--- config.mk ---
export PLATFORM = sky130hd
export DESIGN_NAME = strmm_front
export DESIGN_NICKNAME = d
export VERILOG_FILES = /design/src/rtl/sparse_table_range_min_max_assert.svh /design/src/rtl/strmm_pkg.sv /design/src/rtl/strmm_front.sv
export SDC_FILE = /design/constraint.sdc
export NUM_CORES = 1
export LEC_CHECK = 0
export BUFFER_PORTS_ARGS = -buffer_cell sky130_fd_sc_hd__buf_2
export CAP_MARGIN = 10
export CORE_MARGIN = 4
export CORE_UTILIZATION = 41
export DETAILED_ROUTE_END_ITERATION = 6
export PLACE_DENSITY_LB_ADDON = 0.25
export SYNTH_ARGS = -nofsm -noshare
export SYNTH_HDL_FRONTEND = slang
export SYNTH_SLANG_ARGS = --single-unit
--- constraint.sdc ---
create_clock -name vclk -period 11
set_clock_uncertainty 0.15 [all_clocks]
set_input_delay 3.3 -clock vclk [all_inputs]
set_output_delay 3.3 -clock vclk [all_outputs]
set_load 0.1 [all_outputs]
--- src/rtl/sparse_table_range_min_max_assert.svh ---
// Assertion macros for the sparse table range min/max block.
`ifndef SPARSE_TABLE_RANGE_MIN_MAX_ASSERT_SVH
`define SPARSE_TABLE_RANGE_MIN_MAX_ASSERT_SVH
`ifndef SYNTHESIS
`define STRMM_ASSERT_NOW(name, clk, rst, pre, post) \
   name: assert property (@(posedge clk) disable iff (rst) (pre) |-> (post)) \
      else $error("assertion failed");
`define STRMM_ASSERT_NEXT(name, clk, rst, pre, post) \
   name: assert property (@(posedge clk) disable iff (rst) (pre) |=> (post)) \
      else $error("assertion failed");
`else
`define STRMM_ASSERT_NOW(name, clk, rst, pre, post)
`define STRMM_ASSERT_NEXT(name, clk, rst, pre, post)
`endif
`endif

--- src/rtl/strmm_pkg.sv ---
// Shared constants, types and helper functions of the sparse table block.
package strmm_pkg;

   localparam int MAX_ELEMENTS = 1024;
   localparam int LEVELS       = 11;
   localparam int DATA_W       = 64;
   localparam int IDX_W        = 11;
   localparam int CNT_W        = $clog2(MAX_ELEMENTS + 1);
   localparam int POS_W        = $clog2(MAX_ELEMENTS);
   localparam int LVL_W        = $clog2(LEVELS);
   localparam int TBL_DEPTH    = LEVELS * MAX_ELEMENTS;
   localparam int TBL_AW       = $clog2(TBL_DEPTH);
   localparam int QUEUE_DEPTH  = 4;
   localparam int QPTR_W       = $clog2(QUEUE_DEPTH);

   // Command codes on the request channel.
   localparam logic [1:0] CMD_LOAD  = 2'd0;
   localparam logic [1:0] CMD_BUILD = 2'd1;
   localparam logic [1:0] CMD_QUERY = 2'd2;

   // Configuration register indexes.
   localparam logic CSR_COUNT = 1'b0;
   localparam logic CSR_MODE  = 1'b1;

   // Queued operation kinds.
   localparam logic [1:0] OP_LOAD  = 2'd0;
   localparam logic [1:0] OP_BUILD = 2'd1;
   localparam logic [1:0] OP_QUERY = 2'd2;

   typedef struct packed {
      logic [1:0]               op;
      logic [POS_W-1:0]         pos;
      logic signed [DATA_W-1:0] value;
      logic                     bad;
      logic [LVL_W-1:0]         lvl;
      logic [POS_W-1:0]         pos_a;
      logic [POS_W-1:0]         pos_b;
   } qentry_type;

   typedef struct packed {
      logic full;
      logic empty;
   } qstat_type;

   // Floor of log2, capped at the top level.
   function automatic logic [LVL_W-1:0] floor_log2(input logic [CNT_W-1:0] v);
      logic [LVL_W-1:0] k;
      k = '0;
      for (int i = 1; i < CNT_W; i++) begin
         if (v[i]) begin
            k = LVL_W'(i);
         end
      end
      if (k > LVL_W'(LEVELS - 1)) begin
         k = LVL_W'(LEVELS - 1);
      end
      return k;
   endfunction

   // Keeps the minimum (mode 0) or the maximum (mode 1) of two signed words.
   function automatic logic signed [DATA_W-1:0] pick(input logic signed [DATA_W-1:0] a,
                                                     input logic signed [DATA_W-1:0] b,
                                                     input logic mode);
      logic a_less;
      a_less = (a < b);
      if (mode) begin
         return a_less ? b : a;
      end
      return a_less ? a : b;
   endfunction

   // Table address of a position on a level.
   function automatic logic [TBL_AW-1:0] tbl_addr(input logic [LVL_W-1:0] lvl,
                                                  input logic [POS_W-1:0] pos);
      return TBL_AW'(lvl) * TBL_AW'(MAX_ELEMENTS) + TBL_AW'(pos);
   endfunction

endpackage

--- src/rtl/strmm_front.sv ---
// Front end: accepts request transactions and classifies them for the queue.
module strmm_front
   import strmm_pkg::*;
(
   input  logic                     req_valid,
   output logic                     req_ready,
   input  logic [1:0]               req_cmd,
   input  logic [IDX_W-1:0]         req_element_index,
   input  logic signed [DATA_W-1:0] req_element_value,
   input  logic [IDX_W-1:0]         req_query_left,
   input  logic [IDX_W-1:0]         req_query_right,
   input  logic [CNT_W-1:0]         eff_count,
   input  qstat_type                qstat,
   output logic                     push,
   output qentry_type               push_entry
);

   logic             keep;
   logic [IDX_W-1:0] range_len;
   logic [LVL_W-1:0] k;

   assign req_ready = !qstat.full;

   // Decide whether the transaction has any effect, and precompute query windows.
   always_comb begin
      range_len = req_query_right - req_query_left + IDX_W'(1);
      k         = floor_log2(CNT_W'(range_len));
      case (req_cmd)
         CMD_LOAD:  keep = (req_element_index != '0) &&
                           (req_element_index <= IDX_W'(MAX_ELEMENTS));
         CMD_BUILD: keep = 1'b1;
         CMD_QUERY: keep = 1'b1;
         default:   keep = 1'b0;
      endcase
      push_entry.op    = (req_cmd == CMD_LOAD) ? OP_LOAD :
                         (req_cmd == CMD_BUILD) ? OP_BUILD : OP_QUERY;
      push_entry.pos   = POS_W'(req_element_index - IDX_W'(1));
      push_entry.value = req_element_value;
      push_entry.bad   = (req_query_left == '0) ||
                         (req_query_left > req_query_right) ||
                         (CNT_W'(req_query_right) > eff_count);
      push_entry.lvl   = k;
      push_entry.pos_a = POS_W'(req_query_left - IDX_W'(1));
      push_entry.pos_b = POS_W'(req_query_right - (IDX_W'(1) << k));
   end

   assign push = req_valid && req_ready && keep;

endmodule

Word-level counts from Yosys, hierarchy flattened
Index checks and enable logic that the tools add are counted.

operators by class
  add/subtract/negate cells = 5
  magnitude comparators = 4
  eq/ne operators = 2
  shift-type cells = 1
  mux-type cells = 14
  reductions and logical operators = 10

operators with widths
  cell                                                     count
  2-to-1 mux 4 bit                                         10
  > comparator 11 bit                                      2
  subtractor 10 x 1 -> 10 bit (second input constant)      2
  adder 11 x 1 -> 11 bit (second input constant)           1
  less-or-equal comparator 11 bit (second input constant)  1
  zero test 11 bit                                         1
  nonzero test 11 bit                                      1
  subtractor 11 bit                                        1
  left shift 1 x 4 -> 10 bit (first input constant)        1
  subtractor 10 bit                                        1
  > comparator 4 bit (second input constant)               1
  2-to-1 mux 2 bit                                         2
  logical AND 1 bit                                        3
  == test 2 x 1 -> 1 bit (second input constant)           1
  == test 2 bit (second input constant)                    1
  zero test 2 bit                                          1
  logical OR 1 bit                                         2
  case mux 1 bit (2 select lines)                          1
  OR reduction 2 bit                                       1
  zero test 1 bit                                          1
  2-to-1 mux 1 bit                                         1

storage, ports and cells
  flip-flop bits (word level) = 0
  input port bits = 113
  word-level logic and storage cells = 36

Longest topological paths before layout
  depth in word-level cells = 16
  depth in mapped cells = 22
  mapped depth without buffers = 22

Worst setup path after synthesis
Ideal clock, no wire load.

  kind = in2out
  from = input req_query_left[0]
  to = output push_entry[9] in the netlist's numbering
  arrival time = 8.981 ns
  setup slack = -1.431 ns
  stages on the path = 20
  cells stage by stage = inv_1 -> ha_1 -> ha_1 -> inv_1 -> fa_1 -> nand2b_1 -> a21oi_2 -> or3_1 -> o2111ai_1 -> or2_2 -> nor3_4 -> nand3_1 -> ha_1 -> nor2b_1 -> o31a_1 -> o21a_1 -> o21ai_0 -> nor2b_1 -> o21ai_0 -> xnor2_1

RTL lines
  what         line               text
  from (decl)  strmm_front.sv:10  input logic [IDX_W-1:0] req_query_left,
  to (decl)    strmm_front.sv:15  output qentry_type push_entry

==> metrics.csv <==
stage,metric,value,unit
route,vias,2448,
place,hpwlAfterDp,5900,um
yosys,yosysTopAreaCell,ha_1,
grt,met2_usage,29.6,%
min_path,hold_path_class,primary input to primary output,
timing,tns,0,ns
yosys,yosysTopAreaCellShare,26.7,%
grt,met3_usage,1.51,%
grt,grt_overflow,0,
grt,grt_pass1_wl,10700,um
yosys,synthSimpleGateAreaFrac,17.9,%
timing,whs,6.45,ns
route,drt_iter0_drc,113,
yosys,synth_compound_area_share,19.1,%
run_status,outcome,completed,
pwr,pwr_density_cell,122,mW/mm2
yosys,syn-mean-instance-area,7.31,um2
final_layout,nets,584,
grt,busiest_layer,met2,
place,placed_area,0.00309,mm2
grt,grt.total_usage,16.8,%
run,drv_cap,0,
yosys,netlist_area,0.00257,mm2
yosys,postSynthCellCount,352,
final_layout,num-clock-buffers,0,
pwr,irDropWorstVdd,0.000180,V
setup_path,cp.arrival,7.40,ns
min_path,min_to,push_entry[25],
route,wirelength,6780,um
setup_path,cp_max_fo,4,
timing,max_freq,92.2,MHz
pwr,total_power,0.000404,W
yosys,seq_area_frac_synth,0,%
floorplanning,die-area,0.00761,mm2
floorplanning,rows,28,
setup_path,cp-start-kind,primary input,
min_path,hp-start,req_element_value[0],
place,portBuffers,87,
final_layout,n_antenna_cell,0,
timing,tightest_slew,0.513,ns
setup_path,critical_path.endpoint_type,primary output,
place,place_ws,-0.154,ns
yosys,synthMuxAreaShare,0,%
grt,gr-usage-met1,22.9,%
clock_network,hold_buffers,0,
yosys,synth_fa_ha_area_share,28.3,%
floorplanning,ios,216,
timing,max_slew_margin,64.9,%
timing,final_hold_viol_count,0,
timing,fin_crit_sh,98.6,%
grt,grt_pass1_vias,2390,
setup_path,cp.required,7.55,ns
route,ant_nets,0,
final_layout,syn2layout_area_growth,28.6,%
yosys,synth_top_family_by_area,adder cells,
yosys,synth_cell_types,48,
route,drc_errors,0,
grt,grt_max_degree,9,
final_layout,seq_cells,0,
place,gp_congestion,0.797,
route,viasPerCell,5.03,
timing,finalWorstSetupSlack,0.152,ns
floorplanning,chipHeight,87.2,um
yosys,synth-xor-area-share,9.14,%
route,drt-pass1-iter-count,4,
yosys,syn_nets,522,
grt,antenna_found_initial,0,
final_layout,drive_gt1_share,42.5,%
final_layout,final_cell_mix,"81 x buf_2, 45 x ha_1, 43 x inv_1",
final_layout,final_common_cell,buf_2,
pwr,p_leak,1.72,nW
min_path,holdPathStages,0,
timing,setup_viol,0,
timing,period_needed,10.85,ns
floorplanning,core_area,0.00599,mm2
timing,maxSlewViolCount,0,
route,wl_per_cell,13.9,um
yosys,ys_top_cells_by_area,"ha_1 27%, buf_4 19%, inv_1 6.9%",
yosys,yosysWarnings,0,
floorplanning,die_w,87.2,um
final_layout,fillCellCount,549,
setup_path,crit_type,primary input to primary output,
final_layout,final_area,0.00331,mm2
final_layout,seq_area,0,um2
floorplanning,initial_core_util,43.0,%
final_layout,multiInputGateArea,0.00223,mm2
[layer usage]
layer	vias up	wire length, um
met2	80	3330
met5	-	0
met1	1098	2960
li1	1260	-
met4	0	29
met3	10	456
[how the worst max path moves through the flow]
stage | startpoint | end | slack [ns] | depth (start not counted)
after detailed placement | req_query_right[1] | push_entry[9] | -0.15 | 24
final | req_query_right[1] | push_entry[9] | 0.15 | 23
after CTS | req_query_right[1] | push_entry[9] | 0.02 | 25
after floorplan | req_query_left[0] | push_entry[9] | -0.22 | 20
after global routing | req_query_left[4] | push_entry[9] | -0.07 | 21
after global placement | req_query_right[1] | push_entry[9] | -0.09 | 24
[synthesized netlist by cell type, types with 10 or more instances]
cell type and n:
a21oi_1 18, buf_4 64, ha_1 55, inv_1 47, nand2_1 13, nand3_1 10
nor2_1 17, o21ai_0 13, xnor2_1 13, xor2_1 12
[logic make-up after synthesis]
group	after synthesis
buffers and inverters	111
adder cells (fa/ha/maj)	57
AND/OR/NAND/NOR	85
XOR/XNOR	26
AO/OA/AOI/OAI	73
[power by group]
| group | internal [W] | switching [W] | leakage (nW) |
|---|---|---|---|
| clock network | 0 | 0 | 0 |
| logic | 0.000139 | 0.000265 | 1.72 |
| registers | 0 | 0 | 0 |
[timing repair]
| item | CTS | global route |
|---|---|---|
| resized for setup | 4 | 39 |
| pin swaps | 2 | 21 |
| endpoints found under the setup margin | 2 | 4 |
| setup buffers | 2 | 3 |
[worst max-delay path, stage by stage]
cell       delay [ns]
buf_2            0.11
inv_2            0.07
ha_4             0.20
inv_2            0.06
ha_4             0.13
inv_2            0.04
fa_2             0.36
nand2b_4         0.17
a211oi_2         0.25
a2111oi_2        0.07
o2bb2ai_1        0.22
nand2_1          0.14
nor3_4           0.28
nand3_1          0.12
ha_1             0.31
nor2b_2          0.16
o31a_1           0.32
o21a_1           0.22
o21ai_2          0.22
nor2b_4          0.20
o21ai_4          0.08
xnor2_4          0.19
buf_12           0.19
[through the flow]
step	instances	util (%)
floorplan	352	-
global placement	483	51.6
detailed placement	483	51.6
CTS	485	52.0
global route	487	55.2
finish	487	55.2
[layout make-up]
| cell class | instances | area share, % |
|---|---|---|
| Multi-Input combinational cell | 241 | 67.4 |
| Timing Repair Buffer | 124 | 24.3 |
| Inverter | 47 | 5.44 |
| Tap cell | 75 | 2.84 |
No activity file was read; power rests on OpenSTA's default activity.
