**config.mk**
```make
export PLATFORM = sky130hd
export DESIGN_NAME = strmm_queue
export DESIGN_NICKNAME = d
export VERILOG_FILES = /design/src/rtl/sparse_table_range_min_max_assert.svh /design/src/rtl/strmm_pkg.sv /design/src/rtl/strmm_queue.sv
export SDC_FILE = /design/constraint.sdc
export NUM_CORES = 1
export LEC_CHECK = 0
export CAP_MARGIN = 20
export CORE_MARGIN = 3
export CORE_UTILIZATION = 45
export DETAILED_ROUTE_END_ITERATION = 12
export DONT_BUFFER_PORTS = 1
export HOLD_SLACK_MARGIN = 0.03
export PLACE_DENSITY_LB_ADDON = 0.08
export SETUP_SLACK_MARGIN = 0.05
export SYNTH_ARGS = -nofsm -noshare
export SYNTH_HDL_FRONTEND = slang
export SYNTH_SLANG_ARGS = --single-unit
```
**constraint.sdc**
```tcl
create_clock -name clock -period 11.59 [get_ports clock]
set_input_delay 0.5795 -clock clock [delete_from_list [all_inputs] [get_ports clock]]
set_output_delay 0.5795 -clock clock [all_outputs]
set_load 0.02 [all_outputs]
```
**src/rtl/sparse_table_range_min_max_assert.svh**
```systemverilog
// Assertion macros for the sparse table range min/max block.
`ifndef SPARSE_TABLE_RANGE_MIN_MAX_ASSERT_SVH
`define SPARSE_TABLE_RANGE_MIN_MAX_ASSERT_SVH
`ifndef SYNTHESIS
`define STRMM_ASSERT_NOW(name, clk, rst, pre, post) \
   name: assert property (@(posedge clk) disable iff (rst) (pre) |-> (post)) \
      else $error("assertion failed");
`define STRMM_ASSERT_NEXT(name, clk, rst, pre, post) \
   name: assert property (@(posedge clk) disable iff (rst) (pre) |=> (post)) \
      else $error("assertion failed");
`else
`define STRMM_ASSERT_NOW(name, clk, rst, pre, post)
`define STRMM_ASSERT_NEXT(name, clk, rst, pre, post)
`endif
`endif

```
**src/rtl/strmm_pkg.sv**
```systemverilog
// Shared constants, types and helper functions of the sparse table block.
package strmm_pkg;

   localparam int MAX_ELEMENTS = 1024;
   localparam int LEVELS       = 11;
   localparam int DATA_W       = 64;
   localparam int IDX_W        = 11;
   localparam int CNT_W        = $clog2(MAX_ELEMENTS + 1);
   localparam int POS_W        = $clog2(MAX_ELEMENTS);
   localparam int LVL_W        = $clog2(LEVELS);
   localparam int TBL_DEPTH    = LEVELS * MAX_ELEMENTS;
   localparam int TBL_AW       = $clog2(TBL_DEPTH);
   localparam int QUEUE_DEPTH  = 4;
   localparam int QPTR_W       = $clog2(QUEUE_DEPTH);

   // Command codes on the request channel.
   localparam logic [1:0] CMD_LOAD  = 2'd0;
   localparam logic [1:0] CMD_BUILD = 2'd1;
   localparam logic [1:0] CMD_QUERY = 2'd2;

   // Configuration register indexes.
   localparam logic CSR_COUNT = 1'b0;
   localparam logic CSR_MODE  = 1'b1;

   // Queued operation kinds.
   localparam logic [1:0] OP_LOAD  = 2'd0;
   localparam logic [1:0] OP_BUILD = 2'd1;
   localparam logic [1:0] OP_QUERY = 2'd2;

   typedef struct packed {
      logic [1:0]               op;
      logic [POS_W-1:0]         pos;
      logic signed [DATA_W-1:0] value;
      logic                     bad;
      logic [LVL_W-1:0]         lvl;
      logic [POS_W-1:0]         pos_a;
      logic [POS_W-1:0]         pos_b;
   } qentry_type;

   typedef struct packed {
      logic full;
      logic empty;
   } qstat_type;

   // Floor of log2, capped at the top level.
   function automatic logic [LVL_W-1:0] floor_log2(input logic [CNT_W-1:0] v);
      logic [LVL_W-1:0] k;
      k = '0;
      for (int i = 1; i < CNT_W; i++) begin
         if (v[i]) begin
            k = LVL_W'(i);
         end
      end
      if (k > LVL_W'(LEVELS - 1)) begin
         k = LVL_W'(LEVELS - 1);
      end
      return k;
   endfunction

   // Keeps the minimum (mode 0) or the maximum (mode 1) of two signed words.
   function automatic logic signed [DATA_W-1:0] pick(input logic signed [DATA_W-1:0] a,
                                                     input logic signed [DATA_W-1:0] b,
                                                     input logic mode);
      logic a_less;
      a_less = (a < b);
      if (mode) begin
         return a_less ? b : a;
      end
      return a_less ? a : b;
   endfunction

   // Table address of a position on a level.
   function automatic logic [TBL_AW-1:0] tbl_addr(input logic [LVL_W-1:0] lvl,
                                                  input logic [POS_W-1:0] pos);
      return TBL_AW'(lvl) * TBL_AW'(MAX_ELEMENTS) + TBL_AW'(pos);
   endfunction

endpackage

```
**src/rtl/strmm_queue.sv**
```systemverilog
// Small queue between the classifying front end and the executing back end.
module strmm_queue
   import strmm_pkg::*;
(
   input  logic       clock,
   input  logic       reset,
   input  logic       push,
   input  qentry_type push_entry,
   input  logic       pop,
   output qentry_type head_entry,
   output qstat_type  stat
);

   qentry_type         slot_ff [QUEUE_DEPTH];
   logic [QPTR_W-1:0]  wr_ptr_ff, wr_ptr_in;
   logic [QPTR_W-1:0]  rd_ptr_ff, rd_ptr_in;
   logic [QPTR_W:0]    fill_ff, fill_in;

   // Pointer and fill count update.
   always_comb begin
      wr_ptr_in = wr_ptr_ff + QPTR_W'(push);
      rd_ptr_in = rd_ptr_ff + QPTR_W'(pop);
      fill_in   = fill_ff + (QPTR_W+1)'(push) - (QPTR_W+1)'(pop);
   end

   always_ff @(posedge clock) begin
      if (reset) begin
         wr_ptr_ff <= '0;
         rd_ptr_ff <= '0;
         fill_ff   <= '0;
      end else begin
         wr_ptr_ff <= wr_ptr_in;
         rd_ptr_ff <= rd_ptr_in;
         fill_ff   <= fill_in;
      end
   end

   // Entry storage.
   always_ff @(posedge clock) begin
      if (push) begin
         slot_ff[wr_ptr_ff] <= push_entry;
      end
   end

   assign head_entry = slot_ff[rd_ptr_ff];
   assign stat.full  = (fill_ff == (QPTR_W+1)'(QUEUE_DEPTH));
   assign stat.empty = (fill_ff == '0);

endmodule

```
* Yosys cells after proc, flatten, opt, wreduce, memory -nomap -nowiden
Memories as Yosys holds them, arrays and structs flattened. A register that Yosys moved wholly into a read port is not among the register bits.
Index checks and enable logic that the tools add are counted.
** Operators by class
- $add $sub $neg :: 4
- Multipliers :: 0
- Divide/modulo/power cells :: 0
- $lt $le $gt $ge :: 0
- Equal/unequal tests :: 1
- Shift-type cells :: 0
- Muxes and demuxes :: 3
- Bitwise gates (word level) :: 0
- Reduce and logical (&&, ||, !) cells :: 1
** Operators by type and width (number)
- $add 2x1->2 :: 2
- $add 3x1->3 :: 1
- $eq 3x3->1 const B :: 1
- $logic_not 3->1 :: 1
- $sub 3x1->3 :: 1
- $mux 1 :: 2
- $mux 2 :: 1
** Word-level totals
- Register bits after elaboration :: 7
- Latch bits :: 0
- RAM bits :: 404
- Memory bits (read-only) :: 0
- Input port bits :: 105
- Output and inout port bits :: 103
- Memories :: 1
** Memories
- slot_ff :: words 4, bits a word 101, read ports 1, clocked after memory_dff 1, wr ports 1, RTL line strmm_queue.sv:14 : qentry_type slot_ff [QUEUE_DEPTH];

* Depth between registers and ports, before layout
Gate-level depths: netlist of the first run.
- Word-level depth :: 2
- Depth in mapped cells :: 7

* Least setup slack after synthesis of the first run
Ideal clock, no wire load.
- Kind :: input to register
- Start point :: in push
- End point :: mem slot_ff[0][0] (netlist name) (enable)
- Library setup time :: 705 ps
- Data arrival time :: 7825 ps
- Slack :: 3060 ps
- Stages :: 1
- Buffers on the path :: 0
- Cell sequence :: nor3b_1
** On the way
- Longest elaborated chain between the ends :: 2
** Ends and longest elaborated chain
- from (decl) :: RTL line strmm_queue.sv:7 : input logic push,
- $mux 1 :: RTL line strmm_queue.sv:40 : if (push) begin
- $mux 1 (implied by the code) :: RTL line strmm_queue.sv:41 : slot_ff[wr_ptr_ff] <= push_entry;
- to (decl) :: RTL line strmm_queue.sv:14
Every way passes these cells.

==> results of run 1 <==
flip-flops by register name, summed over array words and instances, names as in the netlist:
name / count
fill_ff: 3
wr_ptr_ff: 2
slot_ff: 404
rd_ptr_ff: 2
synthesized netlist by cell type (2+ instances only):
cell	number
edfxtp_1	404
mux4_2	101
buf_2	10
buf_6	10
dfxtp_1	7
ha_1	4
inv_1	4
nor2_1	4
nor2b_1	4
and3_1	2
xnor2_1	2
cells by family (layout without fill, tap and decap cells):
group                    count (synthesis)  in the layout  synth area share
XOR/XNOR                                 3              3           0.00277
adder cells (fa/ha/maj)                  5              5           0.00470
multiplexers                           101            101             0.152
buffers and inverters                   26             88            0.0127
flip-flops                             411            411             0.822
AND/OR/NAND/NOR                         14             14           0.00520
final timing paths:
kind,startpoint,end,slack [ns],depth (start not counted)
worst min register to register,wr_ptr_ff[1],wr_ptr_ff[1],0.59,2
worst max-delay path,rd_ptr_ff[0],head_entry[22],8.50,2
worst min-delay path,reset,rd_ptr_ff[0],0.12,1
worst max register to register,wr_ptr_ff[0],slot_ff[1][40],9.04,2
metal layers:
metal / GRT usage / up-vias
met3: 0.0750 / 37
met2: 0.247 / 186
met4: 0.0364 / 0
met1: 0.184 / 3046
li1: - / 2484
met5: 0.00687 / -
critical path, stage by stage (launching register included):
cell and delay (ns):
dfxtp_4 0.44, buf_4 0.75, mux4_2 0.72
cell type report:
class | count | area (µm²) | area share
Sequential cell | 411 | 12300 | 0.733
Multi-Input combinational cell | 123 | 2480 | 0.148
Clock buffer | 53 | 1160 | 0.0690
Tap cell | 442 | 553 | 0.0330
Clock inverter | 21 | 164 | 0.00979
Timing Repair Buffer | 10 | 95.1 | 0.00568
Inverter | 4 | 15.0 | 0.000897
metrics by stage:
| step | worst slack (ns) | hold slack, ns | util |
|---|---|---|---|
| after floorplan | 3.06 | 0.524 | - |
| after global placement | 8.82 | 0.582 | 0.472 |
| after detailed placement | 8.89 | 0.584 | 0.473 |
| after CTS | 8.37 | 0.0893 | 0.513 |
| after global routing | 8.27 | 0.0943 | 0.513 |
| final | 8.50 | 0.122 | 0.513 |
cell usage in the layout (no fill, tap or decap):
cell | synthesis | final
edfxtp_1 | 404 | 404
mux4_2 | 101 | 101
clkbuf_16 | 0 | 45
clkinv_1 | 0 | 13
buf_4 | 1 | 9
clkbuf_1 | 1 | 8
clkinv_2 | 0 | 5
dfxtp_1 | 7 | 5
inv_1 | 4 | 4
nor2b_1 | 4 | 4
ha_1 | 4 | 4
nor2_1 | 4 | 3
bufinv_16 | 0 | 3
xnor2_1 | 2 | 2
dfxtp_4 | 0 | 2
nor3b_2 | 0 | 1
nor3_1 | 1 | 1
nand2_1 | 1 | 1
nor2_4 | 0 | 1
and3_4 | 0 | 1
and3_1 | 2 | 1
and3b_4 | 0 | 1
xor3_1 | 1 | 1
fa_1 | 1 | 1
buf_16 | 0 | 1
power by group through the flow:
stage | Clock, µW | Sequential [µW] | Combinational [µW]
final | 1280 | 1730 | 279
after global routing | 1380 | 1740 | 299
after CTS | 1320 | 1730 | 290
after detailed placement | 0 | 1760 | 289
after global placement | 0 | 1760 | 288
after floorplan | 0 | 1760 | 240
==> metrics.yaml, run 1 <==
status: "complete, no violations"
place_hpwl_um: 15600
fin_crit_ns: 3.09
fin_tns_setup_ns: 0
fillers: 2512
synth_cell_type_count: 19
drive_above_1_share: 0.273
die_h_um: 188
syn_area_um2: 14900
post_dp_cell_area_um2: 15400
synth-edff-count: 404
worst-slew-pin-transition_ns: 1.03
p_per_area_nw_per_um2: 196
synth_fp_nets: 670
finalHoldViolCount: 0
arrival_ns: 2.51
cap_violations: 0
wl_met1_um: 10100
cts_tree: "done"
wl_met3_um: 2890
synth_top_area_frac: 0.813
cts_setup_buffers: 0
n_antenna_cell: 0
dp.cells: 990
total_power_uw: 3290
rsz0062_at_grt: "false"
gr-total-overflow: 0
firstDrtPassIters: 4
clk_pin_slew_worst_paths_ns: 0.06
p_comb_frac: 0.085
cts_hold_buf: 0
critPathKind: "flip-flop to output pin"
initial_core_util: 0.458
relSlewSlack: 0.310
max_freq_ghz: 0.324
p_clk_frac: 0.389
place.gp.congestion: 0.679
p_leak_uw: 0.00513
ios: 208
ys_ff_latch: 411
grt_pass1_vias: 6405
cts-root-buf: "clkbuf_16"
finalNonFillerCells: 1064
hold_class: "input port to flip-flop"
numPortBuffers: 0
fin_area_um2: 16700
cts_sinks: 411
max-vdd-ir-drop_mv: 0.132
row_count: 66
synthCells: 560
yosys_warnings: 0
fin_skew_ns: 0.00865
start_kind: "flip-flop"
crit_fanout: 48
grt_pass1_wl_um: 40700
period_share: 0.266
cp-end-kind: "output pin"
setup_violations: 0
clockBufferDepth: 3
synth_area_leaders: "edfxtp_1 (81%), mux4_2 (15%), dfxtp_1 (0.94%)"
routed_wirelength_um: 26600
wl_per_cell_um: 25.0
synthFlopType: "edfxtp_1"
pwr-share-seq: 0.526
syn_to_final_growth_pct: 12.2
p_int_uw: 2580
ys_seq_area_frac: 0.822
power_switching_uw: 712
die_w_um: 188
synth_area_per_cell_um2: 26.7
cts-htree-levels: 2
worstPathRequired_ns: 11.01
clock_latency_ns: 0.51
drtIter0Drc: 386
die_area_um2: 35400
maxUsedRoutingLayer: "met4"
core_um2: 32600
slew_viol_final: 0
synth_top_cell_by_area: "edfxtp_1"
via_per_inst: 5.41
cts_resized: 0
antenna_left: 0
cts_made_buffers: 42
num_vias: 5753
antenna_found_initial: 0
grt_use_total: 0.152
nets: 702
async_flop_share: 0
drcViolationCount: 0
swShare: 0.217
wl_met2_um: 13100
grt_max_degree: 67
No activity file was read; power rests on OpenSTA's default activity.
==> run 2, diff against run 1 <==
==> constraint.sdc (replaced) <==
create_clock -name clock -period 2.6 [get_ports clock]
set_input_delay 0.13 -clock clock [delete_from_list [all_inputs] [get_ports clock]]
set_output_delay 0.13 -clock clock [all_outputs]
set_load 0.02 [all_outputs]
==> metrics.yaml, run 2 (synthesis results as in run 1) <==
status: "complete, no violations"
start_kind: "flip-flop"
initial_core_util: 0.458  # unchanged
grt_use_total: 0.156  # +0.00379
ff2ff_path_depth: 2  # unchanged
rr_startpoint: "wr_ptr_ff[1]"
crit_buf_inv: 1  # unchanged
critPathCapture: "head_entry[0]"
crit_family: "flip-flops"
antenna_found_initial: 0  # unchanged
place.gp.congestion: 0.696  # +2.5%
n_antenna_cell: 0  # unchanged
rsz0062_at_grt: "false"
grt_pass1_vias: 6894  # +7.6%
clk_pin_slew_worst_paths_ns: 0.05  # about the same
fin_crit_ns: 2.15
final_cell_mix: "edfxtp_1 (404), dlygate4sd3_1 (105), mux4_2 (101)"
worstPathRequired_ns: 2.47  # -8.54 ns
p_int_uw: 11400  # +340%
max-vdd-ir-drop_mv: 0.605  # +360%
cp-end-kind: "output pin"
syn_to_final_growth_pct: 20.2
grt_pass1_wl_um: 42000  # +3.3%
hold_class: "input port to flip-flop"
max_freq_ghz: 0.464
die_area_um2: 35400  # unchanged
clockBufferDepth: 3  # unchanged
swShare: 0.225  # +0.00832
r2r_slack_ns: 0.82  # -8.22 ns
period_share: 0.828
dp.cells: 995  # +0.51%
p_comb_frac: 0.101  # +0.016
cts_tree: "done"
routed_wirelength_um: 27500  # +3.5%
grt_max_degree: 81  # +21%
cp_slowest_cell: "dfxtp_4"
row_count: 66  # unchanged
cts-root-buf: "clkbuf_16"
p_leak_uw: 0.00562  # +9.5%
core_um2: 32600  # unchanged
firstDrtPassIters: 5  # +1
final_util: 0.550  # +0.0364
fin_skew_ns: 0.0108  # +0.00215 ns
largestRegisters: "slot_ff (404), fill_ff (3)"
cp-startpoint: "rd_ptr_ff[1]"
num_vias: 6274  # +9.1%
p_clk_frac: 0.378  # -0.011
cts_setup_buffers: 0  # unchanged
relSlewSlack: 0.385  # +0.0750
fin_tns_setup_ns: 0  # unchanged
die_h_um: 188  # unchanged
cts_sinks: 411  # unchanged
drcViolationCount: 0  # unchanged
worst-slew-pin-transition_ns: 0.915  # -0.119 ns
largest_register_ffs: 404  # unchanged
mostFrequentLayoutCell: "edfxtp_1"
cts_hold_buf: 105  # +105
pre_cts_slack_ns: 0.782  # -8.11 ns
cts_resized: 0  # unchanged
drtIter0Drc: 358  # -7.3%
die_w_um: 188  # unchanged
numPortBuffers: 0  # unchanged
cts_made_buffers: 43  # +2.4%
cp.depth: 2  # unchanged
cpPeakStageDelay_ns: 0.65  # -0.10 ns
gr-total-overflow: 0  # unchanged
drive_above_1_share: 0.242  # -0.0311
finalNonFillerCells: 1177  # +11%
p_per_area_nw_per_um2: 823  # +320%
arrival_ns: 2.02  # -0.49 ns
clock_latency_ns: 0.52  # about the same
critPathKind: "flip-flop to output pin"
crit_fanout: 48  # unchanged
antenna_left: 0  # unchanged
via_per_inst: 5.33  # -1.4%
cap_violations: 0  # unchanged
wl_per_cell_um: 23.4  # -6.4%
cts-htree-levels: 2  # unchanged
nets: 813  # +16%
place_hpwl_um: 15800  # +1.5%
finalHoldViolCount: 0  # unchanged
top_register: "slot_ff"
r2r_end: "slot_ff[3][68]"
ios: 208  # unchanged
pwr-share-seq: 0.522  # -0.004
setup_violations: 0  # unchanged
power_switching_uw: 3320  # +370%
worstPathCellList: "buf_12 -> mux4_2"
setup_ws_ns: 0.446  # -8.06 ns
slew_viol_final: 0  # unchanged
[run 2: cell type report]
class,instances,area [µm²]
tap,442,553
clock buffer,56,1170
inverter,4,15.0
timing repair buffer,120,1300
multi-input combinational,123,2490
sequential,411,12300
clock inverter,21,126
fill,2486,14700
[run 2: how the worst min path moves through the flow]
stage	start	endpoint	slack, ns	cells past startpoint
floorplan	reset	wr_ptr_ff[0]	0.19	1
CTS	pop	fill_ff[0]	0.10	4
finish	pop	fill_ff[0]	0.12	4
global route	push	slot_ff[1][9]	0.14	1
detailed placement	reset	rd_ptr_ff[1]	0.20	1
global placement	reset	rd_ptr_ff[1]	0.20	1
[run 2: power by group through the flow]
stage	combinational (µW)	clock (µW)	sequential, µW
global placement	1320	0	7830
finish	1490	5580	7700
global route	1580	6030	7730
CTS	1530	5760	7710
floorplan	1070	0	7820
detailed placement	1330	0	7850
[run 2: per-stage QoR]
stage	hold WS, ns	total power [µW]	cell area [µm²]
floorplan	0.194	8890	14900
global placement	0.197	9150	15600
CTS	0.105	15000	17900
detailed placement	0.199	9180	15600
finish	0.124	14800	17900
global route	0.136	15300	17900
[run 2: worst register-to-register path: cells and delay by family (launching register included)]
family / cells / cell delay, ns
buffers and inverters: 1 / 0.38
AND/OR/NAND/NOR: 1 / 0.63
flip-flops: 1 / 0.45
[run 2: routing by layer]
metal  GRT usage  vias up  wire [µm]
met1       0.197     3348      11000
li1            -     2711          -
met3      0.0518       40       2070
met5           0        -          0
met4      0.0413        0        506
met2       0.262      175      14000
